## config.mk

```make
export PLATFORM = sky130hd
export DESIGN_NAME = byte_rate_meter
export DESIGN_NICKNAME = d
export VERILOG_FILES = /design/src/brm_pkg.sv /design/src/brm_div.sv /design/src/byte_rate_meter.sv
export VERILOG_INCLUDE_DIRS = /design/src /design/src/src
export SDC_FILE = /design/constraint.sdc
export NUM_CORES = 1
export LEC_CHECK = 0
export BUFFER_PORTS_ARGS = -buffer_cell sky130_fd_sc_hd__clkbuf_2
export CORE_MARGIN = 2
export CORE_UTILIZATION = 56
export CTS_CLUSTER_DIAMETER = 150
export CTS_CLUSTER_SIZE = 24
export DETAILED_ROUTE_END_ITERATION = 7
export GPL_TIMING_DRIVEN = 1
export PLACE_DENSITY = 0.77
export SYNTH_ARGS = -nofsm -noshare
export SYNTH_HDL_FRONTEND = slang
export SYNTH_HIERARCHICAL = 1
export SYNTH_SLANG_ARGS = --single-unit
```

## constraint.sdc

```tcl
create_clock -name clock -period 5.05 [get_ports clock]
set_clock_uncertainty 0.2 [all_clocks]
set_input_delay 0.2525 -clock clock [delete_from_list [all_inputs] [get_ports clock]]
set_output_delay 0.2525 -clock clock [all_outputs]
set_load 0.02 [all_outputs]
```

## src/byte_rate_meter_defines.svh

```systemverilog
// Assertion macros for the byte rate meter.
`ifndef BYTE_RATE_METER_DEFINES_SVH
`define BYTE_RATE_METER_DEFINES_SVH

`ifndef SYNTHESIS
`define BRM_ASSERT_IMPLY(label, clk, rst, ante, cons) \
   label: assert property (@(posedge clk) disable iff (rst) (ante) |-> (cons)) \
      else $error("byte_rate_meter: implication check failed");
`define BRM_ASSERT_NEXT(label, clk, rst, ante, cons) \
   label: assert property (@(posedge clk) disable iff (rst) (ante) |=> (cons)) \
      else $error("byte_rate_meter: next-cycle check failed");
`else
`define BRM_ASSERT_IMPLY(label, clk, rst, ante, cons)
`define BRM_ASSERT_NEXT(label, clk, rst, ante, cons)
`endif

`endif

```

## src/brm_pkg.sv

```systemverilog
// Shared types and constants for the byte rate meter.
package brm_pkg;

   localparam int DATA_W  = 32;
   localparam int THR_W   = 31;
   localparam int CNT_W   = $clog2(DATA_W);
   localparam int CSR_IDX_W = 1;

   localparam logic [THR_W-1:0]     THRESHOLD_RESET = 31'h0000_C7FF;
   localparam logic [DATA_W-1:0]    INIT_TIME_RESET = 32'd0;
   localparam logic [DATA_W-1:0]    SCALE_MS_PER_S  = 32'd1000;

   localparam logic [CSR_IDX_W-1:0] CSR_THRESHOLD = 1'b0;
   localparam logic [CSR_IDX_W-1:0] CSR_INIT_TIME = 1'b1;

   typedef struct packed {
      logic busy;
      logic done;
   } brm_div_sts_type;

   typedef enum logic [4:0] {
      S_IDLE  = 5'b00001,
      S_ADD   = 5'b00010,
      S_CHECK = 5'b00100,
      S_DIV   = 5'b01000,
      S_DONE  = 5'b10000
   } brm_state_type;

endpackage

```

## src/brm_div.sv

```systemverilog
// Iterative restoring unsigned divider, one quotient bit per cycle.
module brm_div
   import brm_pkg::*;
(
   input  logic                 clock,
   input  logic                 reset,
   input  logic                 start,
   input  logic [DATA_W-1:0]    dividend,
   input  logic [DATA_W-1:0]    divisor,
   output logic [DATA_W-1:0]    quotient,
   output brm_div_sts_type      sts
);

   logic [DATA_W-1:0] rem_ff,  rem_in;
   logic [DATA_W-1:0] quo_ff,  quo_in;
   logic [DATA_W-1:0] dvsr_ff, dvsr_in;
   logic [CNT_W-1:0]  cnt_ff,  cnt_in;
   logic              busy_ff, busy_in;
   logic              done_ff, done_in;
   logic [DATA_W:0]   trial;
   logic [DATA_W:0]   diff;
   logic              fits;

   always_comb begin
      trial = {rem_ff, quo_ff[DATA_W-1]};
      diff  = trial - {1'b0, dvsr_ff};
      fits  = (trial >= {1'b0, dvsr_ff});
   end

   always_comb begin
      rem_in  = rem_ff;
      quo_in  = quo_ff;
      dvsr_in = dvsr_ff;
      cnt_in  = cnt_ff;
      busy_in = busy_ff;
      done_in = 1'b0;
      if (start) begin
         rem_in  = '0;
         quo_in  = dividend;
         dvsr_in = divisor;
         cnt_in  = '0;
         busy_in = 1'b1;
      end else if (busy_ff) begin
         rem_in = fits ? diff[DATA_W-1:0] : trial[DATA_W-1:0];
         quo_in = {quo_ff[DATA_W-2:0], fits};
         cnt_in = cnt_ff + CNT_W'(1);
         if (cnt_ff == CNT_W'(DATA_W - 1)) begin
            busy_in = 1'b0;
            done_in = 1'b1;
         end
      end
   end

   always_ff @(posedge clock) begin
      if (reset) begin
         busy_ff <= 1'b0;
         done_ff <= 1'b0;
         cnt_ff  <= '0;
      end else begin
         busy_ff <= busy_in;
         done_ff <= done_in;
         cnt_ff  <= cnt_in;
      end
   end

   always_ff @(posedge clock) begin
      rem_ff  <= rem_in;
      quo_ff  <= quo_in;
      dvsr_ff <= dvsr_in;
   end

   assign quotient = quo_ff;
   assign sts.busy = busy_ff;
   assign sts.done = done_ff;

endmodule

```

## src/byte_rate_meter.sv

```systemverilog
// Top level of the byte rate meter: window accumulation, sequencer, output register.
//
//  channel  direction  handshake              payload
//  req      in         req_valid / req_stall  req_amount, req_now_ms
//  rsp      out        rsp_valid / rsp_stall  rsp_bytes_per_second
//  csr      in         csr_valid / csr_ready  csr_index, csr_data
//
// An item without a rate update passes through S_ADD, S_CHECK and S_DONE to the result;
// one that recomputes the rate also waits in S_DIV for the 32-step divider.
// Reset clears the window total and rate, loads the threshold default and
// a window start of zero. A stalled result holds; the next item is taken
// while it waits, and its result is held back until the register frees.
`include "byte_rate_meter_defines.svh"

module byte_rate_meter
   import brm_pkg::*;
(
   input  logic                       clock,
   input  logic                       reset,
   input  logic                       req_valid,
   output logic                       req_stall,
   input  logic signed [DATA_W-1:0]   req_amount,
   input  logic        [DATA_W-1:0]   req_now_ms,
   output logic                       rsp_valid,
   input  logic                       rsp_stall,
   output logic signed [DATA_W-1:0]   rsp_bytes_per_second,
   input  logic                       csr_valid,
   output logic                       csr_ready,
   input  logic [CSR_IDX_W-1:0]       csr_index,
   input  logic [DATA_W-1:0]          csr_data
);

   brm_state_type      state_ff, state_in;
   logic [DATA_W-1:0]  amount_ff, amount_in;
   logic [DATA_W-1:0]  now_ff, now_in;
   logic [DATA_W-1:0]  window_bytes_ff, window_bytes_in;
   logic [DATA_W-1:0]  window_start_ms_ff, window_start_ms_in;
   logic [DATA_W-1:0]  elapsed_ff, elapsed_in;
   logic [DATA_W-1:0]  last_rate_ff, last_rate_in;
   logic [THR_W-1:0]   threshold_ff, threshold_in;
   logic               rsp_valid_ff, rsp_valid_in;
   logic [DATA_W-1:0]  rsp_data_ff, rsp_data_in;

   logic               req_xfer;
   logic               csr_xfer;
   logic               above;
   logic               div_start;
   logic [DATA_W-1:0]  scaled;
   logic [DATA_W-1:0]  quotient;
   brm_div_sts_type    div_sts;

   assign req_stall = (state_ff != S_IDLE);
   assign req_xfer  = req_valid && !req_stall;
   assign csr_ready = 1'b1;
   assign csr_xfer  = csr_valid && csr_ready;

   assign above  = !window_bytes_ff[DATA_W-1] &&
                   (window_bytes_ff[THR_W-1:0] > threshold_ff);
   assign scaled = window_bytes_ff * SCALE_MS_PER_S;

   always_comb begin
      state_in           = state_ff;
      amount_in          = amount_ff;
      now_in             = now_ff;
      window_bytes_in    = window_bytes_ff;
      window_start_ms_in = window_start_ms_ff;
      elapsed_in         = elapsed_ff;
      last_rate_in       = last_rate_ff;
      threshold_in       = threshold_ff;
      rsp_valid_in       = rsp_valid_ff && rsp_stall;
      rsp_data_in        = rsp_data_ff;
      div_start          = 1'b0;

      case (state_ff)
         S_IDLE: begin
            if (req_xfer) begin
               amount_in = req_amount;
               now_in    = req_now_ms;
               state_in  = S_ADD;
            end
         end
         S_ADD: begin
            window_bytes_in = window_bytes_ff + amount_ff;
            elapsed_in      = now_ff - window_start_ms_ff;
            state_in        = S_CHECK;
         end
         S_CHECK: begin
            if (above && (elapsed_ff != '0)) begin
               div_start = 1'b1;
               state_in  = S_DIV;
            end else begin
               state_in  = S_DONE;
            end
         end
         S_DIV: begin
            if (div_sts.done) begin
               last_rate_in       = quotient;
               window_start_ms_in = now_ff;
               window_bytes_in    = '0;
               state_in           = S_DONE;
            end
         end
         S_DONE: begin
            if (!rsp_valid_ff || !rsp_stall) begin
               rsp_valid_in = 1'b1;
               rsp_data_in  = last_rate_ff;
               state_in     = S_IDLE;
            end
         end
         default: begin
            state_in = S_IDLE;
         end
      endcase

      if (csr_xfer) begin
         case (csr_index)
            CSR_THRESHOLD: threshold_in       = csr_data[THR_W-1:0];
            CSR_INIT_TIME: window_start_ms_in = csr_data;
            default: ;
         endcase
      end
   end

   always_ff @(posedge clock) begin
      if (reset) begin
         state_ff           <= S_IDLE;
         window_bytes_ff    <= '0;
         window_start_ms_ff <= INIT_TIME_RESET;
         last_rate_ff       <= '0;
         threshold_ff       <= THRESHOLD_RESET;
         rsp_valid_ff       <= 1'b0;
      end else begin
         state_ff           <= state_in;
         window_bytes_ff    <= window_bytes_in;
         window_start_ms_ff <= window_start_ms_in;
         last_rate_ff       <= last_rate_in;
         threshold_ff       <= threshold_in;
         rsp_valid_ff       <= rsp_valid_in;
      end
   end

   always_ff @(posedge clock) begin
      amount_ff   <= amount_in;
      now_ff      <= now_in;
      elapsed_ff  <= elapsed_in;
      rsp_data_ff <= rsp_data_in;
   end

   brm_div u_div (
      .clock    (clock),
      .reset    (reset),
      .start    (div_start),
      .dividend (scaled),
      .divisor  (elapsed_ff),
      .quotient (quotient),
      .sts      (div_sts)
   );

   assign rsp_valid            = rsp_valid_ff;
   assign rsp_bytes_per_second = rsp_data_ff;

   `BRM_ASSERT_IMPLY(a_div_running, clock, reset, state_ff == S_DIV, div_sts.busy || div_sts.done)
   `BRM_ASSERT_IMPLY(a_done_in_div, clock, reset, div_sts.done, state_ff == S_DIV)
   `BRM_ASSERT_NEXT(a_window_restart, clock, reset, div_sts.done, window_bytes_ff == '0)
   `BRM_ASSERT_NEXT(a_rsp_load, clock, reset, (state_ff == S_DONE) && !rsp_valid_ff, rsp_valid_ff)

endmodule

```

* Yosys cells after proc, flatten, opt, wreduce, memory -nomap -nowiden
Index checks and enable logic that the tools add are counted.
Cells by class: add/sub/neg operators 4, $mul 1, $lt $le $gt $ge 2, equal/unequal tests 10, mux-type cells 22, bitwise gates (word level) 2, reductions and logical operators 20
Operator list (number):
- 2-to-1 mux 32 bit | 8
- one-hot mux 32 bit (2 select lines) | 1
- subtractor 32 bit | 2
- >= comparator 33 x 32 -> 1 bit | 1
- adder 32 bit | 1
- multiplier 32 x 7 -> 29 bit, second input constant | 1
- nonzero test 32 bit | 1
- > comparator 31 bit | 1
- one-hot mux 5 bit (5 select lines) | 1
- 2-to-1 mux 5 bit | 4
- equality test 5 bit, second input constant | 2
- AND reduction 2 bit | 5
- 2-to-1 mux 1 bit | 8
- adder 5 x 1 -> 5 bit, second input constant | 1
- equality test 5 x 1 -> 1 bit, second input constant | 1
- equality test 5 x 2 -> 1 bit, second input constant | 1
- equality test 5 x 3 -> 1 bit, second input constant | 1
- equality test 5 x 4 -> 1 bit, second input constant | 1
- != test 5 x 1 -> 1 bit, second input constant | 1
- logical AND 1 bit | 4
- zero test 1 bit | 4
- != test 2 bit, second input constant | 2
- nonzero test 2 bit | 2
- AND reduction 3 bit | 1
- other kinds (5) | 6
Word-level totals: bits in registers 364, bits of input ports 102, output and inout port bits 35, word-level logic and storage cells 78

* Depth between registers and ports, before layout
depth in word-level cells 6, gate-level depth with buffers 19, depth with buffers taken out 19

* Cells and area by module
Netlist, hierarchy kept.
Modules (own cells, without submodules):
- byte_rate_meter | instances 1, cells an instance 1754, area each 16774.8 um2, sequential area each 6506.2 um2
- brm_div | instances 1, cells an instance 565, area each 5848.1 um2, sequential area each 2702.6 um2

* Worst setup path before layout
No wires, ideal clock.
path kind register to register, from reg window_bytes_ff[5], to reg u_div.quo_ff[31], in the netlist u_div/quotient[31] (data pin), library setup time 0.260 ns, data arrival time 4.733 ns, required time 4.590 ns, slack -0.142 ns, stages on the path, launching flop included 19, path buffers 1, period minus slack after synthesis 5.192 ns, cell sequence dfxtp_1 > inv_1 > fa_1 > fa_1 > fa_1 > fa_1 > inv_1 > ha_1 > clkbuf_1 > a21oi_1 > o21ai_0 > or3_1 > o2111ai_1 > o311ai_1 > and3_1 > o21ai_1 > nor2b_1 > xnor2_1 > mux2_2
On the way: elaborated cells on any way between the ends 7, those cells by class mul: 1; order compare: 1; mux: 3; reduce/logical: 2
RTL lines:
- start, declared | line byte_rate_meter.sv:36 | logic [DATA_W-1:0] window_bytes_ff, window_bytes_in;
- start signal, assigned | line byte_rate_meter.sv:134 | window_bytes_ff <= window_bytes_in;
- multiplier 32 x 7 -> 29 bit | line byte_rate_meter.sv:59 | assign scaled = window_bytes_ff * SCALE_MS_PER_S;
- named net scaled[31] | line byte_rate_meter.sv:48 | logic [DATA_W-1:0] scaled;
- 2-to-1 mux 32 bit | line brm_div.sv:37 | if (start) begin
- named net u_div.quo_in[31] | line brm_div.sv:15 | logic [DATA_W-1:0] quo_ff, quo_in;
- end signal, assigned | line brm_div.sv:68 | quo_ff <= quo_in;
- end, declared | line brm_div.sv:15
The timed path passes the listed nets, and every way through them passes these cells. A chain may end at the register's enable or synchronous reset.

* Worst setup path in the final report
from reg window_bytes_ff[2], to reg u_div.quo_ff[31], in the netlist u_div/quotient[31] (data pin)
The elaborated chain is that of the path after synthesis.

==> flow_metrics.tcl <==
set metrics [dict create \
    crit_path_end_kind "flip-flop" \
    cp-start-kind "flip-flop" \
    yosys_warnings 6 \
    grt_use_met1_pct 36.98 \
    leakage_nw 10.82 \
    clock.fmax_ghz 0.1980 \
    avgSynthCellArea_um2 9.756 \
    cp.arrival_ns 5.18 \
    path_cells "fa_1 -> fa_1 -> inv_1 -> fa_1 -> fa_1 -> inv_2 -> ha_4 -> o21ai_2 -> o21a_1 -> nor3_4 -> o2111ai_4 -> o311ai_4 -> and3_4 -> o21ai_1 -> nor2b_2 -> xnor2_1 -> mux2_4" \
    top_usage_layer "met2" \
    std_cell_rows 73 \
    crit_slowest_cell "fa_1" \
    nets 2962 \
    die_w_um 205.0 \
    dr.first_iter.drc_count 1483 \
    post-route-util_pct 65.85 \
    max_slew_margin_pct 16.40 \
    required_ns 5.18 \
    firstDrtPassIters 8 \
    grt_use_met3_pct 2.211 \
    crit_fanout 4 \
    cpMostUsedCell "fa_1" \
    layout_setup_ws_ns -0.0008842 \
    violations "negative setup slack" \
    clock-root-buffer "clkbuf_16" \
    grtUsageMet2_pct 45.67 \
    core_um2 39820 \
    clk_latency_ns 0.57 \
    cts_tree "done" \
    min_period_ns 5.051 \
    ant_nets 0 \
    drive_above_1_share_pct 14.91 \
    antenna_found_initial 1 \
    min_path_type "primary input to flip-flop" \
    cts.clk_slew.worst_paths_ns 0.11 \
    vdd_ir_drop_max_mv 0.2426 \
    rsz0062_at_grt "true" \
    total_power_w 0.01035 \
    tightest_slew_ns 1.250 \
    setup_viol 1 \
    routed_via_density 5.713 \
    synthToLayoutAreaGrowth_pct 15.96 \
    start_util_pct 56.79 \
    grt_use_total_pct 27.03 \
    routed_wl_um 56530 \
    period_share_pct 100.0 \
    grt.overflow.total 0 \
    drc 0 \
    syn-cell-area_um2 22620 \
    hold_viol 0 \
    grt_pass1_wl_um 90440 \
    gp_congestion 0.9279 \
    fin_hold_ws_ns 0.1552 \
    cts-buffers-inserted 19 \
    synthCells 2318 \
    cts_num_sinks 364 \
    wire_per_inst_um 18.11 \
    critPathKind "flip-flop to flip-flop" \
    p_per_area_nw_per_um2 394.7 \
    max-cap-violations 0 \
    max_stage_delay_ns 0.53 \
    grt_pass1_vias 17464 \
    status "finished, violations left" \
    cts.htree.levels 1 \
    cts_buffer_depth 3 \
    die_area_um2 42010 \
    hpwl_um 41220 \
    port_buffers 135 \
    final_max_slew_viol_count 0 \
    grt_max_degree 78 \
    die_y_um 205.0 \
    route.vias.total 17837 \
    io_pins 137 \
]
placed cells by master (no fill, tap or decap), types with 13 or more instances in the layout:
master         count
nand2_1          286
inv_1            244
edfxtp_1         192
ha_1             171
a21oi_1          164
dfxtp_1          160
nor2_1           156
clkbuf_2         134
dlygate4sd3_1     99
buf_4             95
fa_1              91
xnor2_1           75
o21ai_0           71
a21o_1            52
nor3_1            38
nand3_1           37
xor2_1            34
a311oi_1          33
mux2_2            32
a211oi_1          28
mux2i_1           27
nand4_1           26
clkbuf_16         19
a211o_1           16
nor2b_1           15
o21a_1            15
o21bai_1          15
nand2b_1          15
inv_2             14
nor4_1            13
a31oi_1           13
clkbuf_1          13
area by class of cell:
| type | count | area [um2] |
|---|---|---|
| antenna | 1 | 2.502 |
| clock buffer | 32 | 524.3 |
| sequential | 364 | 9229 |
| clock inverter | 2 | 28.78 |
| multi-input combinational | 1609 | 12420 |
| inverter | 260 | 980.9 |
| timing repair buffer | 329 | 2386 |
| fill | 3159 | 13600 |
| tap | 525 | 656.9 |
through the flow:
step	cells	cell area (um2)	TNS, ns	setup WS [ns]
floorplan	2320	22640	-0.07111	-0.07111
global placement	2983	24330	-0.2584	-0.1231
detailed placement	2983	24330	-0.7687	-0.2294
CTS	3117	25980	0	0.007921
global route	3122	26220	-0.5199	-0.1731
finish	3122	26220	-0.0008842	-0.0008842
worst max-delay path, delay by kind of cell, from the launching register on:
| family | cells | cell delay (ns) |
|---|---|---|
| AO/OA/AOI/OAI | 5 | 0.85 |
| XOR/XNOR | 1 | 0.12 |
| adder cells (fa/ha/maj) | 5 | 2.28 |
| buffers and inverters | 2 | 0.10 |
| flip-flops | 1 | 0.37 |
| multiplexers | 1 | 0.27 |
| AND/OR/NAND/NOR | 3 | 0.64 |
power by group:
part           internal (W)  switching (W)
clock              0.000732       0.000985
sequential          0.00361       0.000284
combinational       0.00202        0.00273
final timing paths:
check / startpoint / to / slack, ns / cells after the start
max reg2reg: window_bytes_ff[2] / u_div/quotient[31] / -0.0009 / 17
min: csr_index / threshold_ff[30] / 0.16 / 5
min reg2reg: last_rate_ff[9] / rsp_bytes_per_second[9] / 0.23 / 0
max: window_bytes_ff[2] / u_div/quotient[31] / -0.0009 / 17
what timing repair did:
item / 4_1_cts / 5_1_grt
hold buffers: 99 / 0
pin swaps: 16 / 46
resized for setup: 27 / 56
setup buffers: 1 / 4
hold endpoints to repair: 134 / 0
setup endpoints to repair: 8 / 11
cloned: 0 / 0
routing by layer:
layer	wire, um	up-vias
met5	0	-
met4	1807	0
met3	3097	99
met2	26780	617
met1	24850	8509
li1	-	8612
Note: power is estimated with default switching activity, not from simulation.
